File: src/rtl/ar_pkg.sv
// Shared types and constants for the Aroon oscillator block.
`default_nettype none

package ar_pkg;

  localparam int PERIOD_W   = 6;
  localparam int AGE_W      = 6;
  localparam int PCT_W      = 15;
  localparam int OSC_W      = 16;
  localparam int IN_PRICE_W = 32;
  localparam int QUOT_W     = 15;
  localparam int DIVIDEND_W = 21;
  localparam int REM_W      = PERIOD_W;

  localparam logic [PERIOD_W-1:0] PERIOD_RESET = 6'd14;
  localparam logic [QUOT_W-1:0]   FULL_SCALE   = 15'd25600;

  typedef struct packed {
    logic [IN_PRICE_W-1:0] high_price;
    logic [IN_PRICE_W-1:0] low_price;
    logic                  bar_missing;
  } ar_in_t;

  typedef struct packed {
    logic                    result_valid;
    logic [PCT_W-1:0]        up_pct;
    logic [PCT_W-1:0]        down_pct;
    logic signed [OSC_W-1:0] osc_pct;
    logic [AGE_W-1:0]        bars_since_high;
    logic [AGE_W-1:0]        bars_since_low;
  } ar_out_t;

  // Control broadcast to every cell of the bar chain
  typedef struct packed {
    logic shift;
    logic rotate;
  } ar_chain_ctl_t;

  typedef enum logic [2:0] {
    S_IDLE,
    S_SCAN,
    S_MUL,
    S_START,
    S_DIV,
    S_OUT
  } ar_state_t;

endpackage

`default_nettype wire

File: src/rtl/ar_cell.sv
// One cell of the bar chain: holds one bar, shifts in from the newer side or rotates.
`default_nettype none

module ar_cell
  import ar_pkg::*;
#(
  parameter int PRICE_BITS = 32
) (
  input  wire logic                  clk,
  input  wire ar_chain_ctl_t         ctl,
  input  wire logic [PRICE_BITS-1:0] prev_high,
  input  wire logic [PRICE_BITS-1:0] prev_low,
  input  wire logic                  prev_missing,
  input  wire logic [PRICE_BITS-1:0] next_high,
  input  wire logic [PRICE_BITS-1:0] next_low,
  input  wire logic                  next_missing,
  output logic      [PRICE_BITS-1:0] high,
  output logic      [PRICE_BITS-1:0] low,
  output logic                       missing
);

  // Take the newer bar on a shift, the older bar on a rotate, else hold
  always_ff @(posedge clk) begin
    if (ctl.shift) begin
      high    <= prev_high;
      low     <= prev_low;
      missing <= prev_missing;
    end else if (ctl.rotate) begin
      high    <= next_high;
      low     <= next_low;
      missing <= next_missing;
    end
  end

endmodule

`default_nettype wire

File: config.mk
export PLATFORM = sky130hd
export DESIGN_NAME = ar_cell
export DESIGN_NICKNAME = d
export VERILOG_FILES = /design/src/rtl/ar_pkg.sv /design/src/rtl/ar_cell.sv
export SDC_FILE = /design/constraint.sdc
export NUM_CORES = 1
export LEC_CHECK = 0
export BUFFER_PORTS_ARGS = -buffer_cell sky130_fd_sc_hd__buf_2
export CAP_MARGIN = 15
export CORE_UTILIZATION = 42
export CTS_CLUSTER_DIAMETER = 50
export DETAILED_ROUTE_END_ITERATION = 16
export PLACE_DENSITY = 0.84
export SYNTH_ARGS = -nofsm -noshare
export SYNTH_HDL_FRONTEND = slang
export SYNTH_SLANG_ARGS = --single-unit
File: constraint.sdc
create_clock -name clk -period 3 [get_ports clk]
set_clock_uncertainty 0.05 [all_clocks]
set_input_delay 0.15 -clock clk [delete_from_list [all_inputs] [get_ports clk]]
set_output_delay 0.15 -clock clk [all_outputs]
set_load 0.01 [all_outputs]
## Word level (Yosys, flattened, before mapping)

Cells that the tools add are included.

- Reduce and logical (&&, ||, !) cells: 1
- Mux-type cells: 6

Operator list:

| cell | count |
|---|---|
| $mux W32 | 4 |
| $mux W1 | 2 |
| $reduce_bool A2 Y1 | 1 |

- Logic and storage cells: 10
- Flip-flop bits (word level): 65
- Input port bits: 133

## Depth between registers and ports, before layout

Gate-level depths: netlist of run 1.

- Word-level depth: 2
- Gate-level depth with buffers: 3
- Depth with buffers taken out: 1

## Least setup slack after synthesis of run 1

Ideal clock, no wire load.

- Path kind: input -> register
- Start: input port ctl[1] (netlist bit)
- End: register high[0] (enable)
- Required time: 2523 ps
- Setup time: 427 ps
- Path buffers: 2
- Arrival: 1917 ps
- Setup slack: 606 ps
- Stages: 3
- Path through: buf_6 > buf_6 > or2_1

- Longest elaborated chain between the ends: 1

RTL lines:

| what | line | source |
|---|---|---|
| from (decl) | ar_cell.sv:10 | `input wire ar_chain_ctl_t ctl,` |
| $reduce_bool A2 Y1 (no line) | -- |  |
| to (signal assigned) | ar_cell.sv:25 | `high <= prev_high;` |
| to (signal assigned) | ar_cell.sv:29 | `high <= next_high;` |
| to (decl) | ar_cell.sv:17 | `output logic [PRICE_BITS-1:0] high,` |

Every way passes these cells.
A chain may end at the register's enable or synchronous reset.

## Worst setup path after layout of run 1

- Start: input port ctl[1] (netlist bit)
- End: register low[2] (data pin)

- Longest elaborated chain between the ends: 1

RTL lines:

| what | line | source |
|---|---|---|
| $mux W32 | ar_cell.sv:24 | `if (ctl.shift) begin` |
| to (signal assigned) | ar_cell.sv:26 | `low <= prev_low;` |
| to (signal assigned) | ar_cell.sv:30 | `low <= next_low;` |
| to (decl) | ar_cell.sv:18 | `output logic [PRICE_BITS-1:0] low,` |

Every way passes these cells.

==> results summary, run 1 <==
The run finished with clean final reports. For the final routed database, the setup TNS stands at 0 ns. The clock-pin slew of the registers on the worst-case setup and hold paths is 0.07 ns. Yosys mapped the design onto 6 distinct sky130hd cell types. The layout has 505 filler cells.

The number of gates resized after CTS came out at 0. The critical path is of the primary input to flop type. Once detail routing completed, the nets flagged for antenna violations numbered 0. The total via count in the routed design is 2021. The post-detailed-route wirelength per cell came out at 16.10 µm. In this run the cell area of the synthesized design comes to 2903 µm². For this design, the sink count on the clock tree is 65. The final critical-path setup slack is 1.821 ns.

From left edge to right edge, the die measures 85.14 µm. In this run the worst path has a maximum fanout of 34. In the post-synthesis netlist, the biggest area contributors are sky130_fd_sc_hd__edfxtp_1 (67%), sky130_fd_sc_hd__mux2_4 (20%), sky130_fd_sc_hd__mux2_2 (10%). The H-tree was split into 3 levels. The met3 layer usage reported by global route came out at 5.350%. After clock tree synthesis, the flow added hold-fix buffers numbering 0. Setup repair after global routing left no endpoint under its margin. The warning count from the yosys run is 0. The total overflow reported by the global router is 0. The maximum vdd ir drop is 0.2370 mV. The total clock buffers created by CTS came out at 9. The final hold violation count came out at 0. The global routing stage identified its most utilized layer as met2. The pin slew with the least headroom to its limit came out at 0.4944 ns. The endpoint kind of the worst setup timing path is a flop.

In the final layout, the multi-input gates occupy 884.6 µm². Once the floorplan was initialized, standard cells occupied 44.69% of the core. The first detailed-routing pass took 4 iterations.

The average instance in the mapped netlist occupies 21.03 µm². The buffers inserted during post-CTS setup optimization is 0. The number of nets in the synthesized netlist is 271. The first-iteration detailed-routing DRC count came out at 51. The clock tree from TritonCTS is done.

STA classifies the critical path startpoint as a primary input. The min-delay analysis places its worst path in the category primary input to flop. The power per standard cell area is 539.0 nW/µm². The routability-driven placement congestion ratio came out at 0.7744.

The final layout contains routed wiring with a total length of 6843 µm. The number of antenna violations at the first check in global routing is 0. The floorplan has 29 rows.

Summed over all instances, the cell type with the most area after synthesis is sky130_fd_sc_hd__edfxtp_1. The number of inserted diodes is 0. After synthesis, flip-flops and latches occupy 67.24% of the total area. The maximum clock rate is 848.5 MHz. Of the cells placed in the final design, the portion with a size suffix greater than 1 is 80.75%. Entering global routing, the biggest net connects 36 pins. After synthesis the netlist holds a flip-flop and latch count of 65. For the worst setup path, the data required time is 3.03 ns. The final routed DRC violation total came out at 0. The total setup violations reported at the end of the flow came out at 0.

At the end of the flow, the number of nets in the layout was 476. The total count of max-transition violations in the final report is 0. The ratio of routed vias to standard cells came out at 4.755. The routed design could run at a clock period as short as 1.179 ns.

The global routing met1 resource utilization came out at 18.59%. The gate count after technology mapping is 138. The via count of the first global-routing pass came out at 2090. The period utilization came out at 39.28%. At the worst endpoint, the arrival time is 1.21 ns.

Timing analysis after detailed placement gives a worst setup slack of 1.468 ns. The top-level port count came out at 198. The core outline area is 6495 µm². The worst-case headroom to the max-slew limit is 67.04%. The cell leakage power is 0.001971 µW. For this run, global-route usage on met2 was measured as 34.16%. The root buffer selected by CTS is sky130_fd_sc_hd__clkbuf_8. The global router's overall resource usage came out at 18.76%. The first global-routing pass estimated 9894 µm of wire.

The longest clock path from root to sink contains 2 buffers. The post-synthesis to final-layout area growth is 42.54%. Measured along the y axis, the die boundary spans 85.14 µm. Summing all flip-flop and latch instances after layout gives 1952 µm².

The full die area came out at 7248 µm². The synthesized design devotes to its leading area cell type 67.24% of total area. During placement, the flow inserted port buffers numbering 197.

The number of maximum-capacitance constraint violations came out at 0.
registers in the layout (all words and copies together), names as in the netlist:
signal,flops
high,32
missing,1
low,32
cells in the final DEF (no fill, tap or decap):
cell type / n
sky130_fd_sc_hd__edfxtp_1: 65
sky130_fd_sc_hd__mux2_2: 26
sky130_fd_sc_hd__clkinvlp_4: 2
sky130_fd_sc_hd__buf_2: 196
sky130_fd_sc_hd__or2_2: 1
sky130_fd_sc_hd__buf_4: 5
sky130_fd_sc_hd__clkbuf_8: 9
sky130_fd_sc_hd__clkbuf_1: 1
sky130_fd_sc_hd__mux2_4: 39
sky130_fd_sc_hd__bufinv_16: 1
sky130_fd_sc_hd__clkinv_1: 1
sky130_fd_sc_hd__clkinv_2: 2
synth_stat cells:
master                     number
sky130_fd_sc_hd__edfxtp_1      65
sky130_fd_sc_hd__mux2_4        39
sky130_fd_sc_hd__mux2_2        26
sky130_fd_sc_hd__buf_6          5
sky130_fd_sc_hd__buf_2          2
sky130_fd_sc_hd__or2_1          1
logic make-up after synthesis:
group                  after synthesis  share of synthesized area, %
buffers and inverters                7                         2.284
DFF                                 65                         67.24
and+or+nand+nor                      1                        0.2157
muxes                               65                         30.26
power breakdown:
part | leakage, µW | total (µW) | internal (µW) | switching (µW)
clock | 0.0000897 | 709 | 378 | 331
sequential | 0.000662 | 1140 | 1110 | 21.7
combinational | 0.00122 | 385 | 213 | 172
total | 0.00197 | 2230 | 1710 | 525
metrics by stage:
step	std cells	hold WS, ns	util, %	instance area [µm²]	power (µW)
finish	425	0.06217	63.71	4138	2230
global route	425	0.04961	63.71	4138	2305
CTS	425	0.04284	63.71	4138	2254
detailed placement	409	0.4036	60.84	3951	1545
global placement	409	0.3998	60.84	3951	1533
floorplan	138	0.3175	-	2903	1351
area by class of cell:
cell class	count	area share (%)
tap	77	2.328
clock inverter	6	1.421
sequential	65	47.17
multi-input combinational	66	21.38
clock buffer	10	3.084
timing repair buffer	201	24.61
final timing paths:
kind / end / from / cells past startpoint / slack, ns
setup / recovery: low[2] / ctl[1] / 3 / 1.82
hold / removal: low[22] / prev_low[22] / 2 / 0.06
routing by layer:
metal / routed length [µm] / up-vias
li1: - / 953
met1: 2414 / 926
met2: 3591 / 122
met3: 562 / 20
met4: 275 / 0
met5: 0 / -
critical path: stages:
cell	delay (ns)
sky130_fd_sc_hd__buf_4	0.19
sky130_fd_sc_hd__buf_4	0.46
sky130_fd_sc_hd__mux2_2	0.39
Note: power is estimated with default switching activity, not from simulation.
==> inputs of run 2 (changes only) <==
clock period = 1.1 ns   (was 3 ns; I/O delays follow)
==> run 2 against run 1 <==
  * Synthesized cell count stayed put
  * The run now fails in 4_1_cts
  * Synthesized area stayed put
==> results summary, run 2 <==
The run stopped with a tool error. The flow stopped in 4_1_cts. The first error in the log reads "[ERROR RSZ-0060] Max buffer count reached". The overall die height came out at 85.14 µm (unchanged).

The number of distinct library cells after synthesis is 6 (unchanged). The sequential share of the synthesized area is 67.24% (unchanged). The buffers inserted during post-CTS setup optimization came out at 0 (unchanged). The total clock buffers created by CTS is 9 (unchanged).

The biggest area consumer among synthesized cells is sky130_fd_sc_hd__edfxtp_1. The number of hold buffers added after CTS is 101 (+101). The mean cell area of the mapped netlist is 21.03 µm² (unchanged). The top-level port count came to 198 (unchanged). The number of nets in the synthesized netlist is 271 (unchanged). The cell area after synthesis was 2903 µm² (unchanged). The number of sinks handled by clock tree synthesis is 65 (unchanged). The count of flip-flops with a built-in enable after synthesis came out at 65 (unchanged). The gate count after technology mapping came to 138 (unchanged).

The number of levels in the clock H-tree is 3 (unchanged). The area fraction of the dominant cell type after synthesis came to 67.24% (unchanged). The number of placed instances, taps included came out at 412 (+0.73%). The share of synthesized registers carrying an async set or reset is 0% (unchanged).

The detailed placer's ending HPWL is 5535 µm. The cell row count is 29 (unchanged). The number of port buffers is 197 (unchanged).

The routability-driven placement congestion ratio came out at 0.7729 (-0.19%). The initial standard-cell utilization of the core came to 44.69% (unchanged). In this run the clock root is driven by a sky130_fd_sc_hd__clkbuf_8.

The post-synthesis sequential element count came out at 65 (unchanged). The leading register cell type out of synthesis is sky130_fd_sc_hd__edfxtp_1. In the synthesized netlist, the cells that appear most often are sky130_fd_sc_hd__edfxtp_1 (65), sky130_fd_sc_hd__mux2_4 (39), sky130_fd_sc_hd__mux2_2 (26).

The warning count from the yosys run came out at 0 (unchanged). Ranked by total cell area, the synthesized netlist is headed by sky130_fd_sc_hd__edfxtp_1 (67%), sky130_fd_sc_hd__mux2_4 (20%), sky130_fd_sc_hd__mux2_2 (10%). The number of gates resized after CTS is 0 (unchanged). In the post-synthesis netlist, the cell with the most instances is sky130_fd_sc_hd__edfxtp_1. The maximum buffer depth of the clock tree was 2 (unchanged).

The die boundary width is 85.14 µm (unchanged).
## run 2: cell counts after synthesis
Identical to the previous run, type by type.
## run 2: cells by family after synthesis
family | Yosys count | synth area share [%]
DFF | 65 | 67.24
and+or+nand+nor | 1 | 0.2157
muxes | 65 | 30.26
buffers and inverters | 7 | 2.284
## run 2: stage by stage
| step | cell area (µm²) | setup slack [ns] |
|---|---|---|
| after floorplan | 2923 | -0.1764 |
| after global placement | 4026 | 0.01909 |
| after detailed placement | 4026 | 0.004183 |
==> inputs of run 3 (changes only) <==
CORE_UTILIZATION = 33   (was 42)
CTS_CLUSTER_DIAMETER = not set   (was 50)
PLACE_DENSITY = not set   (was 0.84)
PLACE_DENSITY_LB_ADDON = 0.15   (was not set)
==> run 3 against run 2 <==
  * The flow again stops in 4_1_cts
  * Synthesized area is the same
  * Synthesized cell count is the same
==> results summary, run 3 <==
The number of distinct library cells after synthesis was 6 (unchanged). The number of hold buffers added after CTS came to 101 (unchanged). The area fraction of the dominant cell type after synthesis is 67.24% (unchanged). In the synthesized netlist the dominant register cell turns out to be sky130_fd_sc_hd__edfxtp_1. The number of nets in the synthesized netlist came out at 271 (unchanged). The cell row count came to 33 (+14%). The root buffer cell chosen for the clock tree is sky130_fd_sc_hd__clkbuf_8. The terminating stage of the flow is 4_1_cts. The gate count after technology mapping is 138 (unchanged). The run stopped with a tool error.

The commonest cells after synthesis are sky130_fd_sc_hd__edfxtp_1 (65), sky130_fd_sc_hd__mux2_4 (39), sky130_fd_sc_hd__mux2_2 (26). The detailed placer's ending HPWL came out at 5078 µm (-8.2%). The die boundary width came to 95.79 µm (+13%). The buffers inserted during post-CTS setup optimization is 0 (unchanged). The biggest area consumer among synthesized cells is sky130_fd_sc_hd__edfxtp_1. The count of flip-flops with a built-in enable after synthesis is 65 (unchanged).

The overall die height was 95.79 µm (+13%). The sequential share of the synthesized area is 67.24% (unchanged). The maximum buffer depth of the clock tree came out at 2 (unchanged). The post-synthesis sequential element count is 65 (unchanged).

The number of gates resized after CTS came out at 0 (unchanged). The routability-driven placement congestion ratio is 0.7136 (-7.7%). The number of sinks handled by clock tree synthesis was 65 (unchanged). By instance count, the leading cell after synthesis is sky130_fd_sc_hd__edfxtp_1. The top-level port count was 198 (unchanged).

The mean cell area of the mapped netlist came out at 21.03 µm² (unchanged). The total clock buffers created by CTS came to 9 (unchanged). The first error in the log reads "[ERROR RSZ-0060] Max buffer count reached".

The number of levels in the clock H-tree came out at 3 (unchanged). The initial standard-cell utilization of the core came out at 34.63% (-10 points). The number of placed instances, taps included came out at 440 (+6.8%).

The number of port buffers came to 197 (unchanged). The share of synthesized registers carrying an async set or reset is 0% (unchanged). The cell area after synthesis came out at 2903 µm² (unchanged). The cell area after placement came out at 4061 µm² (+0.87%). Ranked by total cell area, the synthesized netlist is headed by sky130_fd_sc_hd__edfxtp_1 (67%), sky130_fd_sc_hd__mux2_4 (20%), sky130_fd_sc_hd__mux2_2 (10%). The warning count from the yosys run is 0 (unchanged).
-- run 3: cell counts after synthesis --
Identical to the previous run, type by type.
-- run 3: kinds of logic after synthesis --
| family | count (synthesis) | share of synthesized area, % |
|---|---|---|
| buffers and inverters | 7 | 2.284 |
| DFF | 65 | 67.24 |
| muxes | 65 | 30.26 |
| and+or+nand+nor | 1 | 0.2157 |
-- run 3: metrics by stage --
stage | worst slack [ns] | hold WS (ns)
detailed placement | -0.01367 | 0.3080
floorplan | -0.1764 | 0.2225
global placement | 0.007696 | 0.3054
