===== config.mk =====
export PLATFORM = sky130hd
export DESIGN_NAME = ar_div
export DESIGN_NICKNAME = d
export VERILOG_FILES = /design/src/rtl/ar_pkg.sv /design/src/rtl/ar_div.sv
export SDC_FILE = /design/constraint.sdc
export NUM_CORES = 1
export LEC_CHECK = 0
export BUFFER_PORTS_ARGS = -buffer_cell sky130_fd_sc_hd__clkbuf_2
export CAP_MARGIN = 10
export CORE_MARGIN = 2
export CORE_UTILIZATION = 40
export DETAILED_ROUTE_END_ITERATION = 6
export RECOVER_POWER = 100
export SETUP_SLACK_MARGIN = 0.05
export SYNTH_ARGS = -nofsm -noshare
export SYNTH_HDL_FRONTEND = slang
export SYNTH_SLANG_ARGS = --single-unit

===== constraint.sdc =====
create_clock -name clk -period 6.33 [get_ports clk]
set_clock_uncertainty 0.15 [all_clocks]
set_input_delay 0.9495 -clock clk [delete_from_list [all_inputs] [get_ports clk]]
set_output_delay 0.9495 -clock clk [all_outputs]
set_load 0.01 [all_outputs]

===== src/rtl/ar_pkg.sv =====
// Shared types and constants for the Aroon oscillator block.
`default_nettype none

package ar_pkg;

  localparam int PERIOD_W   = 6;
  localparam int AGE_W      = 6;
  localparam int PCT_W      = 15;
  localparam int OSC_W      = 16;
  localparam int IN_PRICE_W = 32;
  localparam int QUOT_W     = 15;
  localparam int DIVIDEND_W = 21;
  localparam int REM_W      = PERIOD_W;

  localparam logic [PERIOD_W-1:0] PERIOD_RESET = 6'd14;
  localparam logic [QUOT_W-1:0]   FULL_SCALE   = 15'd25600;

  typedef struct packed {
    logic [IN_PRICE_W-1:0] high_price;
    logic [IN_PRICE_W-1:0] low_price;
    logic                  bar_missing;
  } ar_in_t;

  typedef struct packed {
    logic                    result_valid;
    logic [PCT_W-1:0]        up_pct;
    logic [PCT_W-1:0]        down_pct;
    logic signed [OSC_W-1:0] osc_pct;
    logic [AGE_W-1:0]        bars_since_high;
    logic [AGE_W-1:0]        bars_since_low;
  } ar_out_t;

  // Control broadcast to every cell of the bar chain
  typedef struct packed {
    logic shift;
    logic rotate;
  } ar_chain_ctl_t;

  typedef enum logic [2:0] {
    S_IDLE,
    S_SCAN,
    S_MUL,
    S_START,
    S_DIV,
    S_OUT
  } ar_state_t;

endpackage

`default_nettype wire


===== src/rtl/ar_div.sv =====
// Restoring divider, one quotient bit per cycle, for the percentage scaling.
`default_nettype none

module ar_div
  import ar_pkg::*;
(
  input  wire logic                  clk,
  input  wire logic                  rst,
  input  wire logic                  start,
  input  wire logic [DIVIDEND_W-1:0] dividend,
  input  wire logic [PERIOD_W-1:0]   divisor,
  output logic      [QUOT_W-1:0]     quotient,
  output logic                       done
);

  logic [REM_W-1:0]  rem;
  logic [QUOT_W-1:0] dvd_lo;
  logic [3:0]        cnt;
  logic              busy;
  logic [REM_W:0]    trial;
  logic              fits;

  // Bring down the next dividend bit and try the subtract
  assign trial = {rem, dvd_lo[QUOT_W-1]};
  assign fits  = trial >= {1'b0, divisor};

  // Sequence the quotient bits
  always_ff @(posedge clk) begin
    if (rst) begin
      busy <= 1'b0;
      done <= 1'b0;
      cnt  <= '0;
    end else begin
      done <= 1'b0;
      if (start) begin
        busy <= 1'b1;
        cnt  <= 4'(QUOT_W);
      end else if (busy) begin
        cnt <= cnt - 4'd1;
        if (cnt == 4'd1) begin
          busy <= 1'b0;
          done <= 1'b1;
        end
      end
    end
  end

  // Datapath: the top bits are already below the divisor since the quotient fits
  always_ff @(posedge clk) begin
    if (start) begin
      rem      <= dividend[DIVIDEND_W-1:QUOT_W];
      dvd_lo   <= dividend[QUOT_W-1:0];
      quotient <= '0;
    end else if (busy) begin
      dvd_lo <= {dvd_lo[QUOT_W-2:0], 1'b0};
      if (fits) begin
        rem      <= REM_W'(trial - {1'b0, divisor});
        quotient <= {quotient[QUOT_W-2:0], 1'b1};
      end else begin
        rem      <= trial[REM_W-1:0];
        quotient <= {quotient[QUOT_W-2:0], 1'b0};
      end
    end
  end

endmodule

`default_nettype wire


* Word-level counts from Yosys, hierarchy flattened
Cells that the tools add are included.
Word-level totals: word-level logic and storage cells 25, flip-flop bits (word level) 42, output and inout port bits 16, bits of input ports 30
Operators by class: bitwise operators 1, order comparisons 1, equality and inequality tests 1, multiplexer cells 12, reductions and logical operators 2, add/subtract/negate cells 2
Operators with widths (number):
- $mux W15 | 2
- $mux W6 | 3
- $mux W4 | 2
- $ge A7 B6 Y1 | 1
- $sub A6 B6 Y6 | 1
- $mux W1 | 5
- $eq A4 B1 Y1 const B | 1
- $sub A4 B1 Y4 const B | 1
- $reduce_or A3 Y1 | 1
- $reduce_bool A2 Y1 | 1
- $not A1 Y1 | 1

* Longest topological paths before layout
Gate-level depths: netlist (run 1).
depth in word-level cells 4, depth in mapped cells 8, depth with buffers taken out 8

* Worst setup path before layout (run 1)
OpenSTA, ideal clock, no wires.
path kind input to register, from input divisor[3], to register rem[1], data pin, data required time 5.920 ns, slack 3.442 ns, stages on the path 8, path buffers 1, arrival 2.478 ns, cells stage by stage inv_1 > ha_1 > a21o_1 > a21oi_1 > a41o_1 > buf_6 > mux2_4 > mux2_2
On the way: longest elaborated chain between the ends 4
RTL lines:
- from (decl) | RTL line ar_div.sv:11 | input wire logic [PERIOD_W-1:0] divisor,
- $ge A7 B6 Y1 | RTL line ar_div.sv:25 | assign fits = trial >= {1'b0, divisor};
- $mux W6 | RTL line ar_div.sv:56 | if (fits) begin
- $mux W6 | RTL line ar_div.sv:54 | end else if (busy) begin
- $mux W6 | RTL line ar_div.sv:50 | if (start) begin
- to (signal assigned) | RTL line ar_div.sv:51 | rem <= dividend[DIVIDEND_W-1:QUOT_W];
- to (signal assigned) | RTL line ar_div.sv:57 | rem <= REM_W'(trial - {1'b0, divisor});
- to (signal assigned) | RTL line ar_div.sv:60 | rem <= trial[REM_W-1:0];
- to (decl) | RTL line ar_div.sv:16 | logic [REM_W-1:0] rem;
No other way between the ends. The select of a mux whose other input is x is not followed. A chain may end at the register's enable or synchronous reset.

* Worst setup path in the final report (run 1)
from input start, to register dvd_lo[14], enable pin
On the way: longest elaborated chain between the ends 1
RTL lines:
- from (decl) | RTL line ar_div.sv:9 | input wire logic start,
- $reduce_bool A2 Y1 (no source line)
- to (signal assigned) | RTL line ar_div.sv:52 | dvd_lo <= dividend[QUOT_W-1:0];
- to (signal assigned) | RTL line ar_div.sv:55 | dvd_lo <= {dvd_lo[QUOT_W-2:0], 1'b0};
- to (decl) | RTL line ar_div.sv:17 | logic [QUOT_W-1:0] dvd_lo;
No other way between the ends.

==> key figures, run 1 <==
Setup path
  – CP max FO: 49
  – R2r setup slk: 3.81 ns
  – Required @ worst endpoint: 6.08 ns
  – Crit path DAT: 3.81 ns
  – WS Path Type: in -> reg
  – CP endpoint kind: flop
  – Startpoint Class: input pin

Yosys
  – Post-synthesis sequential area ratio: 53.1%
  – Post-synth top area share: 31.8%
  – Syn_nets: 209
  – Area of the mapped netlist: 1980 um^2
  – Cell variety after synth: 34
  – Top-count cell post-synth: nor2_1
  – Post-synth EDFFs: 21
  – Post-synthesis register bit count: 42
  – Synth area leaders: edfxtp_1 32%, dfxtp_1 21%, mux2_2 9.7%
  – Cells after synthesis: 170
  – Commonest cells in the netlist: 28 x nor2_1, 21 x dfxtp_1, 21 x edfxtp_1, 17 x mux2_2, 16 x mux2i_1
  – Yosys top cell by area: edfxtp_1
  – Synth Flop Type: edfxtp_1
  – Yosys warnings: 0
  – Asr flop ratio synth: 0%
  – Synthesized area per cell: 11.7 um^2

Clock tree
  – Clk_lat worst skew: 0.29 ns
  – Cts bufs inserted: 5
  – Root Buffer: clkbuf_8
  – CTS resizes: 0
  – CTS tree: built
  – Total setup buffers inserted after CTS: 0
  – Maximum level of the CTS H-tree: 2
  – Reg clk slew, reported paths: 0.08 ns
  – Max clock buf depth: 2
  – Clock Sinks: 42
  – CTS Hold Buffers Added: 0

Floorplan
  – Die area: 5530 um^2
  – Core area: 4750 um^2
  – Chip width: 74.4 um
  – Die Ht: 74.4 um
  – Initial core utilization: 41.7%
  – # IOs: 46
  – FP Rows: 25

STA
  – Tcrit/Tclk final: 64.2%
  – Setup TNS: 0 ns
  – Slew Limit Fails: 72
  – Max Clock Freq: 246 MHz
  – # setup viols final: 0
  – Slew headroom: -45.0%
  – Final min period: 4.07 ns
  – RSZ-0062 raised after global routing: false
  – Final Hold Fails: 0
  – Slew @ Worst Pin: 2.17 ns
  – Worst Hold Slack: 0.354 ns

Outcome
  – Status: complete, but fails checks
  – Violated checks: max-capacitance violations, max-slew violations

Pwr
  – Lkg Pwr: 0.978 nW
  – Power Density: 273 nW/um^2
  – VDD IR max: 0.000172 V

Finish
  – Share of cells above drive strength 1: 26.9%
  – Fin nets: 254
  – # fillers: 477
  – Final Instance Area: 2330 um^2
  – Register area: 1050 um^2
  – Synth-to-Final Area Change: 17.4%
  – Area of the multi-input gates: 855 um^2
  – N_diodes: 0

Job
  – Max-Cap Viols: 2

Detailed routing
  – Via count: 1320
  – Vias per Instance: 4.66
  – Total Wirelength: 3440 um
  – Drt first pass iters: 4
  – Detail Route Antenna Nets: 0
  – Routed len/inst: 12.1 um
  – Residual DRC count: 0
  – Initial DRC count: 94

Global route
  – First-pass GRT wire length: 5700 um
  – Antenna violations before repair: 0
  – Gr ovfl total: 0
  – Number of global-route vias before repair: 1252
  – GR Util All Layers: 13.5%
  – Largest net degree at the start of global routing: 50

Placement
  – IO Port Bufs: 45
  – Placer congestion estimate: 0.772
  – Area of placed instances: 2260 um^2
  – Detail Placement HPWL: 2330 um

Hold path
  – Worst Hold Class: reg -> reg
## layout by cell type (no fill, tap or decap), types with 2 or more instances in the layout
cell      count
xor2_1        4
clkbuf_2     29
inv_1         9
dfxtp_1      21
nand2_1       5
nor2b_1       3
nor4b_1       2
nor3_1        3
a221o_2       2
clkbuf_8      5
mux2_2       17
clkbuf_1     18
xnor2_1       2
edfxtp_1     21
mux2i_1      16
ha_1          8
nor2_1       28
a21oi_1       4
## layout make-up
cell class | instances | share of cell area [%]
tap | 67 | 3.60
clock buffer | 6 | 3.12
multi-input combinational | 110 | 36.7
sequential | 42 | 45.2
clock inverter | 2 | 0.592
inverter | 9 | 1.45
timing repair buffer | 47 | 9.31
## critical path: stages
cell      delay [ns]
clkbuf_2        0.07
clkbuf_1        1.54
or2_0           1.23
## state kept, by name, summed over array words and instances (netlist names)
signal    flops
quotient     15
busy          1
dvd_lo       15
cnt           4
rem           6
done          1
## final timing paths
| path | cells past startpoint | startpoint | endpoint |
|---|---|---|---|
| worst max-delay path | 3 | start | dvd_lo[14] |
| worst min-delay path | 2 | quotient[14] | quotient[14] |
| worst max register to register | 6 | rem[2] | rem[1] |
| worst min register to register | 2 | quotient[14] | quotient[14] |
## logic make-up (layout without fill, tap and decap cells)
logic type      after synthesis  count (layout)  share of synthesized area [%]
compound gates               15              15                           5.56
fa+ha+maj                     9               9                           6.06
xor+xnor                      6               6                           2.65
flops                        42              42                           53.1
simple gates                 46              46                           10.4
buf+inv                      18              64                           3.79
mux                          34              34                           18.5
## routing by layer
layer	wire length (um)	share of wire (%)	track usage, %	up-vias
met1	1720	50	19.4	597
met3	172	5.0	3.39	5
li1	-	-	-	682
met5	0	0	0	-
met4	53	1.5	6.55	0
met2	1490	43	19.1	36
## where the power goes
group / internal, W / switching [W] / total, W
combinational: 0.0000719 / 0.0000686 / 0.000140
sequential: 0.000315 / 0.0000112 / 0.000327
clock: 0.0000778 / 0.0000902 / 0.000168
total: 0.000465 / 0.000170 / 0.000635
## stage by stage
step	instances	utilization [%]	setup slack (ns)	power, W
6_report	283	48.9	2.26	0.000635
5_1_grt	283	48.9	1.92	0.000673
4_1_cts	283	49.4	3.46	0.000642
3_5_place_dp	275	47.6	3.16	0.000472
3_3_place_gp	275	47.6	3.19	0.000474
2_1_floorplan	170	-	3.44	0.000445
Note: power is estimated with default switching activity, not from simulation.
==> run 2, diff against run 1 <==
==> constraint.sdc (replaced) <==
create_clock -name clk -period 4.1 [get_ports clk]
set_clock_uncertainty 0.15 [all_clocks]
set_input_delay 0.615 -clock clk [delete_from_list [all_inputs] [get_ports clk]]
set_output_delay 0.615 -clock clk [all_outputs]
set_load 0.01 [all_outputs]
==> run 2 against run 1 <==
Compared with the run above:
- the flow now finishes without violations
- cell count unchanged
- first-iteration DRC count increased by 4.3%
- register-to-register slack worse by 2.7 ns
- non-clock buffer count stayed put
- power up 56%
- die area is the same
- largest cell class unchanged
- via count rose by 2.1%
- sequential share of layout area barely moved
- clock power rose by 64%
- core utilization barely moved
- count of clock-buffer cells in the layout stayed put
==> key figures, run 2 (same netlist as run 1, synthesis figures left out) <==
Outcome
  – Status: complete, no violations

Finish
  – Synth-to-Final Area Change: 17.4%
  – Largest registers: dvd_lo: 15 flops, quotient: 15 flops, rem: 6 flops
  – Share of cells above drive strength 1: 25.9%
  – Post-layout util: 48.9%
  – Fin nets: 254
  – Most frequent cells in the layout: 28 x nor2_1, 28 x clkbuf_2, 21 x dfxtp_1, 21 x edfxtp_1, 19 x clkbuf_1
  – N_diodes: 0

Global route
  – GR Util All Layers: 13.4%
  – GRT met2 Usage: 18.8%
  – First-pass GRT wire length: 5620 um
  – Largest net degree at the start of global routing: 29
  – Gr busiest metal: met2
  – Grt met3 use: 3.52%
  – Antenna violations before repair: 0
  – Gr ovfl total: 0
  – M1 GR Usage: 18.7%
  – Number of global-route vias before repair: 1239

STA
  – # setup viols final: 0
  – Slew @ Worst Pin: 1.44 ns
  – Tcrit/Tclk final: 73.7%
  – Setup TNS: 0 ns
  – Setup ws final: 1.08 ns
  – Max Clock Freq: 331 MHz
  – Final min period: 3.02 ns
  – Slew Limit Fails: 0
  – RSZ-0062 raised after global routing: false
  – Slew headroom: 4.06%
  – Final Hold Fails: 0

Detailed routing
  – Vias per Instance: 4.76
  – Detail Route Antenna Nets: 0
  – Drt first pass iters: 5
  – Routed len/inst: 12.1 um
  – Total Wirelength: 3420 um
  – Via count: 1348
  – Initial DRC count: 98
  – Residual DRC count: 0

Setup path
  – Required @ worst endpoint: 3.85 ns
  – Crit path max-delay family: simple AND/OR/NAND/NOR gates
  – Startpoint Class: flop
  – Crit path DAT: 2.77 ns
  – WP buf/inv: 1
  – Worst stage delay on the critical path: 1.18 ns
  – CP max FO: 24
  – WS Path Type: reg -> reg
  – Slowest cell on crit path: or2_0
  – Critical-path cell list: clkbuf_1 -> or2_0
  – CP endpoint kind: flop

Clock tree
  – Max clock buf depth: 2
  – Total setup buffers inserted after CTS: 0
  – Reg clk slew, reported paths: 0.08 ns
  – Cts bufs inserted: 5
  – CTS Hold Buffers Added: 0
  – Root Buffer: clkbuf_8
  – Maximum level of the CTS H-tree: 2
  – CTS resizes: 0
  – Clock Sinks: 42
  – Clk_lat worst skew: 0.29 ns
  – CTS tree: built

Floorplan
  – Core area: 4750 um^2
  – FP Rows: 25
  – Chip width: 74.4 um
  – Die area: 5530 um^2
  – Die Ht: 74.4 um
  – Initial core utilization: 41.7%
  – # IOs: 46

Pwr
  – P_sw: 0.000261 W
  – VDD IR max: 0.000208 V
  – Clk pwr share: 27.8%
  – Lkg Pwr: 0.974 nW
  – Sequential share of power: 51.0%
  – Power Density: 426 nW/um^2
  – Combinational power share: 21.2%
  – Int Pwr: 0.000729 W
  – Sw frac: 26.4%

Placement
  – IO Port Bufs: 45
  – Pre-CTS setup slack: 1.26 ns
  – Detail Placement HPWL: 2390 um
  – Placer congestion estimate: 0.787

Hold path
  – Worst Hold Class: reg -> reg

Job
  – Max-Cap Viols: 0
run 2: cell count changes in the layout (fill, tap and decap cells not counted):
| cell | previous run | this run |
|---|---|---|
| o21ai_1 | 1 | 0 |
| inv_4 | 0 | 1 |
| o21ai_0 | 1 | 2 |
| clkbuf_8 | 5 | 6 |
| clkbuf_1 | 18 | 19 |
| mux2_4 | 1 | 0 |
| buf_4 | 1 | 0 |
| clkinv_4 | 1 | 0 |
| mux2_1 | 0 | 1 |
| clkbuf_2 | 29 | 28 |
run 2: stage by stage:
stage | total power [W] | hold slack [ns] | std cells | cell area [um^2]
finish | 0.000989 | 0.353 | 283 | 2320
global route | 0.00105 | 0.415 | 283 | 2320
CTS | 0.00101 | 0.361 | 283 | 2360
detailed placement | 0.000729 | 0.333 | 275 | 2260
global placement | 0.000732 | 0.331 | 275 | 2260
floorplan | 0.000687 | 0.375 | 170 | 1980
run 2: routing by layer:
layer / vias to the layer above / share of wire (%)
met2: 34 / 45
li1: 683 / -
met1: 625 / 49
met4: 0 / 1.6
met5: - / 0
met3: 6 / 4.6
run 2: power by group through the flow:
stage                     clock [W]  combinational [W]  sequential [W]
after floorplan                   0           0.000178        0.000509
after global placement            0           0.000217        0.000514
after detailed placement          0           0.000215        0.000514
after CTS                  0.000287           0.000218        0.000505
after global routing       0.000304           0.000236        0.000509
final                      0.000275           0.000209        0.000505
run 2: cell type report:
class	instances	area, um^2
Clock buffer	6	82.6
Clock inverter	2	11.3
Fill cell	470	2430
Sequential cell	42	1050
Inverter	9	33.8
Timing Repair Buffer	47	211
Multi-Input combinational cell	110	851
Tap cell	67	83.8
run 2: path summary, 6_finish.rpt:
kind	depth (start not counted)	start	slack (ns)	to
min reg2reg	2	quotient[14]	0.35	quotient[14]
max reg2reg	2	busy	1.08	dvd_lo[8]
max	2	busy	1.08	dvd_lo[8]
min	2	quotient[14]	0.35	quotient[14]
run 2: worst register-to-register path, stage by stage, from the launching register on:
cell,delay (ns)
dfxtp_1,0.31
clkbuf_1,0.97
or2_0,1.19
==> run 3, diff against run 2 <==
==> constraint.sdc (replaced) <==
create_clock -name clk -period 3.06 [get_ports clk]
set_clock_uncertainty 0.15 [all_clocks]
set_input_delay 0.459 -clock clk [delete_from_list [all_inputs] [get_ports clk]]
set_output_delay 0.459 -clock clk [all_outputs]
set_load 0.01 [all_outputs]
==> run 3 against run 2 <==
Compared with the run above:
- sequential cell count did not move
- sequential share of layout area barely moved
- combinational power rose by 33%
- register-to-register slack got worse by 0.58 ns
- design area barely moved
==> key figures, run 3 (same netlist as run 1, synthesis figures left out) <==
Hold path
  – Worst Hold Class: in -> reg

Finish
  – Register area: 1050 um^2
  – Area of the multi-input gates: 851 um^2
  – Share of cells above drive strength 1: 26.4%
  – Fin nets: 254
  – N_diodes: 0
  – # fillers: 477
  – Synth-to-Final Area Change: 17.3%
  – Most frequent cells in the layout: 28 x nor2_1, 28 x clkbuf_2, 21 x dfxtp_1, 21 x edfxtp_1
  – Largest registers: dvd_lo: 15 flops, quotient: 15 flops, rem: 6 flops

Global route
  – Largest net degree at the start of global routing: 33
  – Antenna violations before repair: 0
  – First-pass GRT wire length: 5770 um
  – Gr ovfl total: 0
  – Number of global-route vias before repair: 1248
  – GR Util All Layers: 13.8%

Detailed routing
  – Via count: 1348
  – Total Wirelength: 3510 um
  – Initial DRC count: 57
  – Detail Route Antenna Nets: 0
  – Vias per Instance: 4.76
  – Residual DRC count: 0
  – Routed len/inst: 12.4 um
  – Drt first pass iters: 4

Setup path
  – Startpoint Class: flop
  – CP endpoint kind: flop
  – WP buf/inv: 0
  – Critical-path cell list: ha_1 -> nor2b_1 -> o21ai_0 -> a41o_1 -> mux2_1 -> mux2_2
  – Slowest cell on crit path: edfxtp_1
  – CP max FO: 8
  – Crit path DAT: 2.46 ns
  – Worst stage delay on the critical path: 0.46 ns
  – WS Path Type: reg -> reg
  – Required @ worst endpoint: 2.96 ns
  – Crit path max-delay family: compound AO/OA/AOI/OAI gates

STA
  – RSZ-0062 raised after global routing: false
  – # setup viols final: 0
  – Slew Limit Fails: 0
  – Slew @ Worst Pin: 1.39 ns
  – Tcrit/Tclk final: 83.7%
  – Final min period: 2.56 ns
  – Final Hold Fails: 0
  – Worst Hold Slack: 0.278 ns
  – Slew headroom: 7.65%
  – Max Clock Freq: 391 MHz
  – Setup TNS: 0 ns

Floorplan
  – Chip width: 74.4 um
  – Die area: 5530 um^2
  – FP Rows: 25
  – Core area: 4750 um^2
  – Die Ht: 74.4 um
  – # IOs: 46
  – Initial core utilization: 41.7%

Clock tree
  – Cts bufs inserted: 5
  – Max clock buf depth: 2
  – CTS Hold Buffers Added: 0
  – CTS tree: built
  – Total setup buffers inserted after CTS: 0
  – Clk_lat worst skew: 0.29 ns
  – Reg clk slew, reported paths: 0.08 ns
  – Clock Sinks: 42
  – Root Buffer: clkbuf_8
  – Maximum level of the CTS H-tree: 2
  – CTS resizes: 0

Placement
  – Detail Placement HPWL: 2510 um
  – IO Port Bufs: 45
  – Placer congestion estimate: 0.784

Job
  – Max-Cap Viols: 0

Outcome
  – Status: complete, no violations

Pwr
  – Power Density: 562 nW/um^2
  – Lkg Pwr: 0.972 nW
  – Final Power: 0.00130 W
  – VDD IR max: 0.000238 V
==> run 3: cell types whose count changed in the layout (fill, tap and decap cells not counted) <==
cell | previous run | this run
buf_4 | 0 | 2
clkbuf_1 | 19 | 17
clkbuf_8 | 6 | 5
clkinv_1 | 0 | 1
clkinvlp_4 | 0 | 1
inv_4 | 1 | 0
or2_0 | 1 | 0
or2_1 | 0 | 1
==> run 3: layout make-up <==
class	instances	area share (%)
multi-input cells	110	36.6
well taps	67	3.61
inverters	9	1.45
flip-flops and latches	42	45.2
repair buffers	47	9.42
clock inverters	3	0.700
clock buffers	5	2.96
==> run 3: report_power, final <==
| part | switching (W) | total, W | leakage (nW) | internal [W] |
|---|---|---|---|---|
| Clock | 0.000192 | 0.000349 | 0.0416 | 0.000156 |
| Combinational | 0.000136 | 0.000277 | 0.547 | 0.000142 |
| Sequential | 0.0000270 | 0.000679 | 0.384 | 0.000652 |
| Total | 0.000355 | 0.00130 | 0.972 | 0.000950 |
==> run 3: layer usage <==
metal | up-vias | wire, um | global-route usage (%)
met3 | 6 | 190 | 3.93
met1 | 628 | 1700 | 19.0
met4 | 0 | 64 | 5.95
li1 | 684 | - | -
met2 | 30 | 1550 | 20.2
met5 | - | 0 | 0
==> run 3: path summary, 6_finish.rpt <==
kind	slack [ns]	to	cells after the start	startpoint
max	0.50	rem[1]	6	rem[0]
min	0.28	cnt[0]	2	rst
max reg2reg	0.50	rem[1]	6	rem[0]
min reg2reg	0.35	quotient[14]	2	quotient[14]
==> run 3: worst reg2reg max path, stage by stage, from the launching register on <==
cell and delay [ns]:
edfxtp_1 0.46, ha_1 0.33, nor2b_1 0.16, o21ai_0 0.21
a41o_1 0.40, mux2_1 0.35, mux2_2 0.25
==> run 3: per-stage QoR <==
step / setup slack (ns) / cells / utilization [%] / area [um^2]
2_1_floorplan: 0.662 / 170 / - / 1980
3_3_place_gp: 0.410 / 275 / 47.6 / 2260
3_5_place_dp: 0.383 / 275 / 47.6 / 2260
4_1_cts: 0.552 / 283 / 49.4 / 2350
5_1_grt: 0.289 / 283 / 48.9 / 2320
6_report: 0.500 / 283 / 48.9 / 2320
